## src/obm_pkg.sv

```systemverilog
// Shared types, codes and defaults of the order book matcher.
package obm_pkg;

   localparam int BOOK_DEPTH_DEF = 16;
   localparam int QUEUE_DEPTH    = 2;

   localparam logic CMD_LIMIT  = 1'b0;
   localparam logic CMD_MARKET = 1'b1;

   localparam logic [1:0] ST_DONE     = 2'd0;
   localparam logic [1:0] ST_DROPPED  = 2'd1;
   localparam logic [1:0] ST_REJECTED = 2'd2;

   typedef struct packed {
      logic        cmd;
      logic        side;
      logic [15:0] order_price;
      logic [15:0] order_qty;
      logic [15:0] order_id;
   } req_type;

   typedef struct packed {
      logic        is_trade;
      logic [15:0] trade_qty;
      logic [15:0] trade_price;
      logic [15:0] first_id;
      logic [15:0] second_id;
      logic [1:0]  status;
      logic        last;
   } rsp_type;

   typedef struct packed {
      logic [15:0] price;
      logic [15:0] qty;
      logic [15:0] id;
   } entry_type;

   typedef enum logic [1:0] {
      OP_LIMIT,
      OP_LIMIT_NULL,
      OP_MARKET
   } op_type;

   typedef struct packed {
      op_type    op;
      logic      side;
      entry_type entry;
   } job_type;

   typedef struct packed {
      logic        insert;
      logic        pop;
      logic        dec;
      logic [15:0] qty;
      entry_type   entry;
   } book_ctl_type;

   typedef struct packed {
      logic      empty;
      logic      full;
      entry_type top;
   } book_stat_type;

   typedef enum logic [1:0] {
      S_IDLE,
      S_MARKET,
      S_MATCH,
      S_DONE
   } state_type;

endpackage

```

## src/order_book_matcher.sv

```systemverilog
// Top level of the limit order book matching engine.
//
// Orders enter as req_data words: push moves one in when full is low. A
// two-word queue holds classified orders for the engine. Each order yields
// zero or more trade words followed by one status word with last set; they
// leave through a two-word result queue: the head word is on rsp_data while
// empty is low, and pop takes it.
// An order is picked up in the idle state. A limit order then makes one trade
// word per step until the engine finds that the books no longer cross, and a
// status word follows; a rejected or empty one goes straight to the status
// word. A market order first fills against the other book until it is filled
// or that book ran dry, then goes on as a limit order does. The engine does
// one book update per cycle while the result queue is not full.
// Reset empties both books and both queues; no clearing pass is needed.
// If the receiver stops popping, the result queue fills and the engine
// waits; the input queue then fills and full rises.
module order_book_matcher
   import obm_pkg::*;
#(
   parameter int BOOK_DEPTH = BOOK_DEPTH_DEF
) (
   input  logic    clock,
   input  logic    reset,
   input  logic    push,
   output logic    full,
   input  req_type req_data,
   output logic    empty,
   input  logic    pop,
   output rsp_type rsp_data
);
   job_type job;
   logic    job_valid, job_pop;
   logic    out_full, out_push;
   rsp_type out_item;

   obm_front u_front (
      .clock     (clock),
      .reset     (reset),
      .push      (push),
      .full      (full),
      .req_data  (req_data),
      .job_pop   (job_pop),
      .job_valid (job_valid),
      .job       (job)
   );

   obm_engine #(.BOOK_DEPTH(BOOK_DEPTH)) u_engine (
      .clock     (clock),
      .reset     (reset),
      .job_valid (job_valid),
      .job       (job),
      .job_pop   (job_pop),
      .out_full  (out_full),
      .out_push  (out_push),
      .out_item  (out_item)
   );

   obm_fifo #(.DEPTH(QUEUE_DEPTH), .item_type(rsp_type)) u_out (
      .clock (clock),
      .reset (reset),
      .push  (out_push),
      .wdata (out_item),
      .full  (out_full),
      .pop   (pop),
      .empty (empty),
      .rdata (rsp_data)
   );

   // The engine never writes a result word into a full queue.
   a_no_overrun: assert property (@(posedge clock) disable iff (reset)
      out_push |-> !out_full) else $error("result written to full queue");

   // The engine only takes an order that is waiting.
   a_take_valid: assert property (@(posedge clock) disable iff (reset)
      job_pop |-> job_valid) else $error("order taken from empty queue");

   // Reset leaves the result queue empty and the input queue not full.
   a_reset_clear: assert property (@(posedge clock)
      reset |=> (empty && !full)) else $error("queues not empty after reset");
endmodule

```

## src/obm_fifo.sv

```systemverilog
// Small first-in first-out queue of words of any packed type.
module obm_fifo
   import obm_pkg::*;
#(
   parameter int  DEPTH = QUEUE_DEPTH,
   parameter type item_type = logic
) (
   input  logic     clock,
   input  logic     reset,
   input  logic     push,
   input  item_type wdata,
   output logic     full,
   input  logic     pop,
   output logic     empty,
   output item_type rdata
);
   localparam int PW = (DEPTH > 1) ? $clog2(DEPTH) : 1;
   localparam int CW = $clog2(DEPTH + 1);

   item_type      mem_ff [DEPTH];
   logic [PW-1:0] wptr_ff, rptr_ff;
   logic [CW-1:0] count_ff;
   logic          do_push, do_pop;

   assign full    = (count_ff == CW'(DEPTH));
   assign empty   = (count_ff == '0);
   assign do_push = push && !full;
   assign do_pop  = pop && !empty;
   assign rdata   = mem_ff[rptr_ff];

   always_ff @(posedge clock) begin
      if (do_push) begin
         mem_ff[wptr_ff] <= wdata;
      end
   end

   always_ff @(posedge clock) begin
      if (reset) begin
         wptr_ff  <= '0;
         rptr_ff  <= '0;
         count_ff <= '0;
      end else begin
         if (do_push) begin
            wptr_ff <= (wptr_ff == PW'(DEPTH - 1)) ? '0 : wptr_ff + 1'b1;
         end
         if (do_pop) begin
            rptr_ff <= (rptr_ff == PW'(DEPTH - 1)) ? '0 : rptr_ff + 1'b1;
         end
         if (do_push && !do_pop) begin
            count_ff <= count_ff + 1'b1;
         end else if (do_pop && !do_push) begin
            count_ff <= count_ff - 1'b1;
         end
      end
   end
endmodule

```

## src/obm_front.sv

```systemverilog
// Front end: accepts orders, classifies them and queues them for the engine.
module obm_front
   import obm_pkg::*;
(
   input  logic    clock,
   input  logic    reset,
   input  logic    push,
   output logic    full,
   input  req_type req_data,
   input  logic    job_pop,
   output logic    job_valid,
   output job_type job
);
   job_type job_in;
   logic    job_empty;

   always_comb begin
      job_in.side        = req_data.side;
      job_in.entry.price = req_data.order_price;
      job_in.entry.qty   = req_data.order_qty;
      job_in.entry.id    = req_data.order_id;
      if (req_data.cmd == CMD_MARKET) begin
         job_in.op = OP_MARKET;
      end else if (req_data.order_qty == '0) begin
         job_in.op = OP_LIMIT_NULL;
      end else begin
         job_in.op = OP_LIMIT;
      end
   end

   obm_fifo #(.DEPTH(QUEUE_DEPTH), .item_type(job_type)) u_queue (
      .clock (clock),
      .reset (reset),
      .push  (push),
      .wdata (job_in),
      .full  (full),
      .pop   (job_pop),
      .empty (job_empty),
      .rdata (job)
   );

   assign job_valid = !job_empty;
endmodule

```

## src/obm_book.sv

```systemverilog
// One side of the book: a sorted row of entries with insert, pop and top update.
module obm_book
   import obm_pkg::*;
#(
   parameter int DEPTH  = BOOK_DEPTH_DEF,
   parameter bit IS_BID = 1'b1
) (
   input  logic          clock,
   input  logic          reset,
   input  book_ctl_type  ctl,
   output book_stat_type stat
);
   localparam int CW = $clog2(DEPTH + 1);

   entry_type     entries_ff [DEPTH];
   entry_type     entries_in [DEPTH];
   logic [CW-1:0] count_ff;
   logic [DEPTH-1:0] ahead;

   // An entry stays ahead of a new one if its price is equal or better.
   always_comb begin
      for (int i = 0; i < DEPTH; i++) begin
         ahead[i] = (CW'(i) < count_ff) &&
                    (IS_BID ? (entries_ff[i].price >= ctl.entry.price)
                            : (entries_ff[i].price <= ctl.entry.price));
      end
   end

   always_comb begin
      for (int i = 0; i < DEPTH; i++) begin
         entries_in[i] = entries_ff[i];
         if (ctl.insert) begin
            if (!ahead[i]) begin
               if (i == 0) begin
                  entries_in[i] = ctl.entry;
               end else if (ahead[i-1]) begin
                  entries_in[i] = ctl.entry;
               end else begin
                  entries_in[i] = entries_ff[i-1];
               end
            end
         end else if (ctl.pop) begin
            if (i < DEPTH - 1) begin
               entries_in[i] = entries_ff[i+1];
            end
         end else if (ctl.dec && i == 0) begin
            entries_in[i].qty = ctl.qty;
         end
      end
   end

   always_ff @(posedge clock) begin
      for (int i = 0; i < DEPTH; i++) begin
         entries_ff[i] <= entries_in[i];
      end
   end

   always_ff @(posedge clock) begin
      if (reset) begin
         count_ff <= '0;
      end else if (ctl.insert) begin
         count_ff <= count_ff + 1'b1;
      end else if (ctl.pop) begin
         count_ff <= count_ff - 1'b1;
      end
   end

   assign stat.empty = (count_ff == '0);
   assign stat.full  = (count_ff == CW'(DEPTH));
   assign stat.top   = entries_ff[0];
endmodule

```

## src/obm_engine.sv

```systemverilog
// Back end: holds both books and carries out insertion, market fills and matching.
module obm_engine
   import obm_pkg::*;
#(
   parameter int BOOK_DEPTH = BOOK_DEPTH_DEF
) (
   input  logic    clock,
   input  logic    reset,
   input  logic    job_valid,
   input  job_type job,
   output logic    job_pop,
   input  logic    out_full,
   output logic    out_push,
   output rsp_type out_item
);
   state_type     state_ff, state_in;
   logic          side_ff, side_in;
   logic [15:0]   qty_ff, qty_in;
   logic [15:0]   id_ff, id_in;
   logic [1:0]    st_ff, st_in;
   book_ctl_type  bid_ctl, ask_ctl;
   book_stat_type bid_stat, ask_stat;
   book_stat_type opp;
   logic [15:0]   q;

   obm_book #(.DEPTH(BOOK_DEPTH), .IS_BID(1'b1)) u_bids (
      .clock (clock), .reset (reset), .ctl (bid_ctl), .stat (bid_stat)
   );
   obm_book #(.DEPTH(BOOK_DEPTH), .IS_BID(1'b0)) u_asks (
      .clock (clock), .reset (reset), .ctl (ask_ctl), .stat (ask_stat)
   );

   always_ff @(posedge clock) begin
      if (reset) begin
         state_ff <= S_IDLE;
      end else begin
         state_ff <= state_in;
      end
   end

   always_ff @(posedge clock) begin
      side_ff <= side_in;
      qty_ff  <= qty_in;
      id_ff   <= id_in;
      st_ff   <= st_in;
   end

   always_comb begin
      state_in = state_ff;
      side_in  = side_ff;
      qty_in   = qty_ff;
      id_in    = id_ff;
      st_in    = st_ff;
      job_pop  = 1'b0;
      out_push = 1'b0;
      out_item = '0;
      bid_ctl  = '0;
      ask_ctl  = '0;
      bid_ctl.entry = job.entry;
      ask_ctl.entry = job.entry;
      opp = side_ff ? ask_stat : bid_stat;
      q   = '0;
      case (state_ff)
         S_IDLE: begin
            if (job_valid) begin
               job_pop = 1'b1;
               side_in = job.side;
               qty_in  = job.entry.qty;
               id_in   = job.entry.id;
               st_in   = ST_DONE;
               case (job.op)
                  OP_LIMIT: begin
                     if (job.side ? bid_stat.full : ask_stat.full) begin
                        st_in    = ST_REJECTED;
                        state_in = S_DONE;
                     end else begin
                        bid_ctl.insert = job.side;
                        ask_ctl.insert = !job.side;
                        state_in = S_MATCH;
                     end
                  end
                  OP_MARKET: state_in = S_MARKET;
                  default:   state_in = S_DONE;
               endcase
            end
         end
         S_MARKET: begin
            q = (qty_ff <= opp.top.qty) ? qty_ff : opp.top.qty;
            if (qty_ff == '0) begin
               state_in = S_MATCH;
            end else if (opp.empty) begin
               st_in    = ST_DROPPED;
               state_in = S_MATCH;
            end else if (!out_full) begin
               out_push             = 1'b1;
               out_item.is_trade    = 1'b1;
               out_item.trade_qty   = q;
               out_item.trade_price = opp.top.price;
               out_item.first_id    = id_ff;
               out_item.second_id   = opp.top.id;
               qty_in = qty_ff - q;
               if (side_ff) begin
                  ask_ctl.pop = (opp.top.qty == q);
                  ask_ctl.dec = 1'b1;
                  ask_ctl.qty = opp.top.qty - q;
               end else begin
                  bid_ctl.pop = (opp.top.qty == q);
                  bid_ctl.dec = 1'b1;
                  bid_ctl.qty = opp.top.qty - q;
               end
            end
         end
         S_MATCH: begin
            q = (ask_stat.top.qty <= bid_stat.top.qty) ? ask_stat.top.qty
                                                        : bid_stat.top.qty;
            if (!bid_stat.empty && !ask_stat.empty &&
                bid_stat.top.price >= ask_stat.top.price) begin
               if (!out_full) begin
                  out_push             = 1'b1;
                  out_item.is_trade    = 1'b1;
                  out_item.trade_qty   = q;
                  out_item.trade_price = bid_stat.top.price;
                  out_item.first_id    = ask_stat.top.id;
                  out_item.second_id   = bid_stat.top.id;
                  ask_ctl.pop = (ask_stat.top.qty == q);
                  ask_ctl.dec = 1'b1;
                  ask_ctl.qty = ask_stat.top.qty - q;
                  bid_ctl.pop = (bid_stat.top.qty == q);
                  bid_ctl.dec = 1'b1;
                  bid_ctl.qty = bid_stat.top.qty - q;
               end
            end else begin
               state_in = S_DONE;
            end
         end
         S_DONE: begin
            if (!out_full) begin
               out_push        = 1'b1;
               out_item.status = st_ff;
               out_item.last   = 1'b1;
               state_in        = S_IDLE;
            end
         end
         default: state_in = S_IDLE;
      endcase
   end
endmodule

```

## config.mk

```make
export PLATFORM = sky130hd
export DESIGN_NAME = order_book_matcher
export DESIGN_NICKNAME = d
export VERILOG_FILES = /design/src/obm_pkg.sv /design/src/order_book_matcher.sv /design/src/obm_fifo.sv /design/src/obm_front.sv /design/src/obm_book.sv /design/src/obm_engine.sv
export SDC_FILE = /design/constraint.sdc
export NUM_CORES = 2
export LEC_CHECK = 0
export ABC_AREA = 1
export BUFFER_PORTS_ARGS = -buffer_cell sky130_fd_sc_hd__buf_2
export CAP_MARGIN = 20
export CORE_AREA = 2 2 539 541
export DETAILED_ROUTE_END_ITERATION = 12
export DIE_AREA = 0 0 541 543
export PLACE_DENSITY = 0.46
export SYNTH_ARGS = -nofsm -noshare
export SYNTH_HDL_FRONTEND = slang
export SYNTH_SLANG_ARGS = --single-unit
```

## constraint.sdc

```tcl
create_clock -name clock -period 22.7 [get_ports clock]
set_clock_uncertainty 0.2 [all_clocks]
set_input_delay 0 -clock clock [delete_from_list [all_inputs] [get_ports clock]]
set_output_delay 0 -clock clock [all_outputs]
set_load 0.01 [all_outputs]
```

==> results.sh <==
export IMPL_power_density_nw_per_um2=114
export IMPL_fin_util=0.397
export IMPL_finalMaxSlewViolations=0
export IMPL_pre_cts_ws_ns=15.79
export IMPL_synth_cell_types=62
export IMPL_cp_slowest_cell="nand2_2"
export IMPL_finalCriticalPeriod_ns=6.93
export IMPL_path_class="flop to flop"
export IMPL_ff_latch_area_um2=54800
export IMPL_yosys_cell_count_top_type="nand2_1"
export IMPL_r2r_start="u_engine.side_ff"
export IMPL_multi_input_area_um2=41500
export IMPL_grt_max_degree=164
export IMPL_drv_cap=0
export IMPL_cp_arrival_ns=7.23
export IMPL_drt_iter0_markers=10801
export IMPL_yosysSeqAreaShare=0.546
export IMPL_routed_wirelength_um=410000
export IMPL_postLayoutSetupSlackWorst_ns=15.77
export IMPL_core_um2=287000
export IMPL_synth_edf_count=1809
export IMPL_num_vias=84131
export IMPL_cts_buffer_depth=4
export IMPL_yosys_top_cells_area="edfxtp_1 54%, nand2_1 14%, ha_1 7.7%"
export IMPL_slew_headroom=0.134
export IMPL_async_flop_share=0
export IMPL_r2r_end="u_engine.u_asks.entries_ff[1][33]"
export IMPL_fin_setup_tns_ns=0
export IMPL_worst_pin_slew_ns=1.27
export IMPL_gr_total_overflow=0
export IMPL_synth_largest_area_cell="edfxtp_1"
export IMPL_use_met1=0.420
export IMPL_routabilityCongestion=0.932
export IMPL_crit_path_max_incr_delay_ns=0.61
export IMPL_grt_pass1_vias=78228
export IMPL_clkLatencyLatePin_ns=0.92
export IMPL_top_usage_layer="met1"
export IMPL_p_leak_nw=50.2
export IMPL_start_util=0.349
export IMPL_cts_sinks=1831
export IMPL_wire_per_inst_um=27.7
export IMPL_dr_pass1_iters=6
export IMPL_yosys_top_cells_count="3809 x nand2_1, 1809 x edfxtp_1, 891 x o21ai_0, 780 x o22ai_1, 666 x inv_1"
export IMPL_port_buffers=123
export IMPL_cts_tree="yes"
export IMPL_dieWidth_um=541
export IMPL_synth_nets=11366
export IMPL_dpl_hpwl_um=290000
export IMPL_crit_path_end_kind="flop"
export IMPL_critPathLaunchType="flop"
export IMPL_met2_usage=0.388
export IMPL_fillers=28576
export IMPL_route_detailed_drc=0
export IMPL_hp_class="input port to flop"
export IMPL_min_from="reset"
export IMPL_ys_warn_count=0
export IMPL_placed_cell_area_um2=106000
export IMPL_worstPathMaxFanout=28
export IMPL_holdPathStages=5
export IMPL_drive_above_1_share=0.0911
export IMPL_vias_per_cell=5.67
export IMPL_status="complete, no violations"
export IMPL_met3_usage=0.0397
export IMPL_grt_pass1_wl_um=582000
export IMPL_design_area_um2=114000
export IMPL_grt_use_total=0.270
export IMPL_cts_htree_levels=4
export IMPL_r2r_setup_slack_ns=15.77
export IMPL_synth_top_area_frac=0.542
export IMPL_rsz0062_at_grt="false"
export IMPL_nets=11524
export IMPL_io_pins=124
export IMPL_worstHoldEndpoint="u_front.u_queue.count_ff[0]"
export IMPL_dieArea_um2=294000
export IMPL_setup_viol=0
export IMPL_dieHeight_um=543
export IMPL_area_growth_pct=13.9
export IMPL_postRouteAntennaNets=0
export IMPL_clk_pin_slew_ns=0.06
export IMPL_hold_viol=0
export IMPL_crit_chain="buf_4 > inv_2 > or2_2 > o21ai_0 > ha_1 > nand2_1 > o21ai_0 > a21oi_1 > nand2_1 > nand2_2 > inv_2 > o21ai_0 > ha_1 > nand2_1 > nor3b_1 > nand3_1 > nor2_4 > nand3_1 > nand2_2 > nand2_4 > nor2_8 > inv_2 > nand2_2 > buf_4"
export IMPL_syn_cell_area_um2=100000
export IMPL_syn_inst=10696
export IMPL_grt_antenna_before_repair=10
export IMPL_row_count=197
export IMPL_cts_buffers=220
export IMPL_max_freq_ghz=0.144
export IMPL_peakVddDrop_uv=67.4
export IMPL_cts_setup_buffers=0
export IMPL_required_ns=23.01
export IMPL_yosys_register_bits=1831
export IMPL_root_buffer="clkbuf_16"
export IMPL_finalCritPeriodShare=0.305
export IMPL_syn_avg_cell_area_um2=9.37
export IMPL_ys_dominant_reg_cell="edfxtp_1"
export IMPL_reg2regPathDepth=24
export IMPL_p_total_mw=13.0
critical path: cells and delay by family (launching register included):
family,cells,cell delay (ns)
fa+ha+maj,2,0.66
flops,1,0.32
compound gates,4,1.07
simple gates,13,2.54
buf+inv,5,1.60
power breakdown:
| part | switching [mW] | total, mW | internal [mW] | leakage, nW |
|---|---|---|---|---|
| Sequential | 0.313 | 4.69 | 4.38 | 16.7 |
| Combinational | 3.48 | 4.85 | 1.37 | 30.1 |
| Clock | 1.51 | 3.49 | 1.98 | 3.39 |
| Total | 5.31 | 13.0 | 7.72 | 50.2 |
what timing repair did:
action,4_1_cts,5_1_grt
hold buffers,105,0
endpoints found under the hold margin,124,0
resized for setup,0,0
layer usage:
| metal | part of all wire | wire, um |
|---|---|---|
| met1 | 0.47 | 194000 |
| met4 | 0.026 | 10600 |
| met3 | 0.087 | 35700 |
| met2 | 0.41 | 170000 |
| met5 | 0.000041 | 17 |
metrics by stage:
stage,instances,hold WS [ns]
finish,14825,0.0952
CTS,14817,0.0589
detailed placement,14306,-0.00592
global route,14822,0.114
global placement,14302,-0.00776
floorplan,10696,-0.101
area by class of cell:
class,count,share of cell area
Clock inverter,123,0.00909
Inverter,687,0.0226
Sequential cell,1831,0.480
Clock buffer,283,0.0514
Antenna cell,6,0.000131
Multi-Input combinational cell,7632,0.363
Timing Repair Buffer,482,0.0326
Tap cell,3781,0.0414
layout by cell type (no fill, tap or decap), types with 195 or more instances in the layout:
cell type and count:
buf_4 244, clkbuf_16 222, a21oi_1 387, edfxtp_1 1809
nand2_1 3782, inv_1 655, ha_1 614, nor2_1 195
o22ai_1 780, o21ai_0 879
cells by family (layout without fill, tap and decap cells):
group | count (synthesis) | after routing | synth area share
AND/OR/NAND/NOR | 4470 | 4470 | 0.176
other | 0 | 6 | 0
AO/OA/AOI/OAI | 2418 | 2418 | 0.139
multiplexers | 90 | 90 | 0.00983
flip-flops | 1831 | 1831 | 0.546
adder cells (fa/ha/maj) | 616 | 616 | 0.0770
XOR/XNOR | 38 | 38 | 0.00332
buffers and inverters | 1233 | 1575 | 0.0476
registers in the layout, indices dropped and copies added, names as in the netlist, 2 cells and up, named ones only:
signal                      flops
u_engine.u_asks.entries_ff    768
u_front.u_queue.count_ff        2
u_engine.id_ff                 16
u_engine.st_ff                  2
u_out.count_ff                  2
u_engine.state_ff               2
u_engine.u_asks.count_ff        5
u_engine.qty_ff                16
u_front.u_queue.mem_ff        102
u_engine.u_bids.count_ff        5
u_engine.u_bids.entries_ff    768
u_out.mem_ff                  136
worst max path at each step:
stage,start,to,slack (ns)
4_1_cts,u_engine.side_ff,u_engine.u_asks.entries_ff[1][43],15.71
3_3_place_gp,u_engine.side_ff,u_engine.u_asks.entries_ff[1][40],15.72
3_5_place_dp,u_engine.side_ff,u_engine.u_asks.entries_ff[0][210],15.79
5_1_grt,u_engine.u_bids.entries_ff[0][31],u_engine.u_bids.entries_ff[0][284],15.11
2_1_floorplan,flop,u_engine.u_bids.entries_ff[1][144],14.34
6_report,u_engine.side_ff,u_engine.u_asks.entries_ff[1][33],15.77
Power figures use the tool's default switching activity.
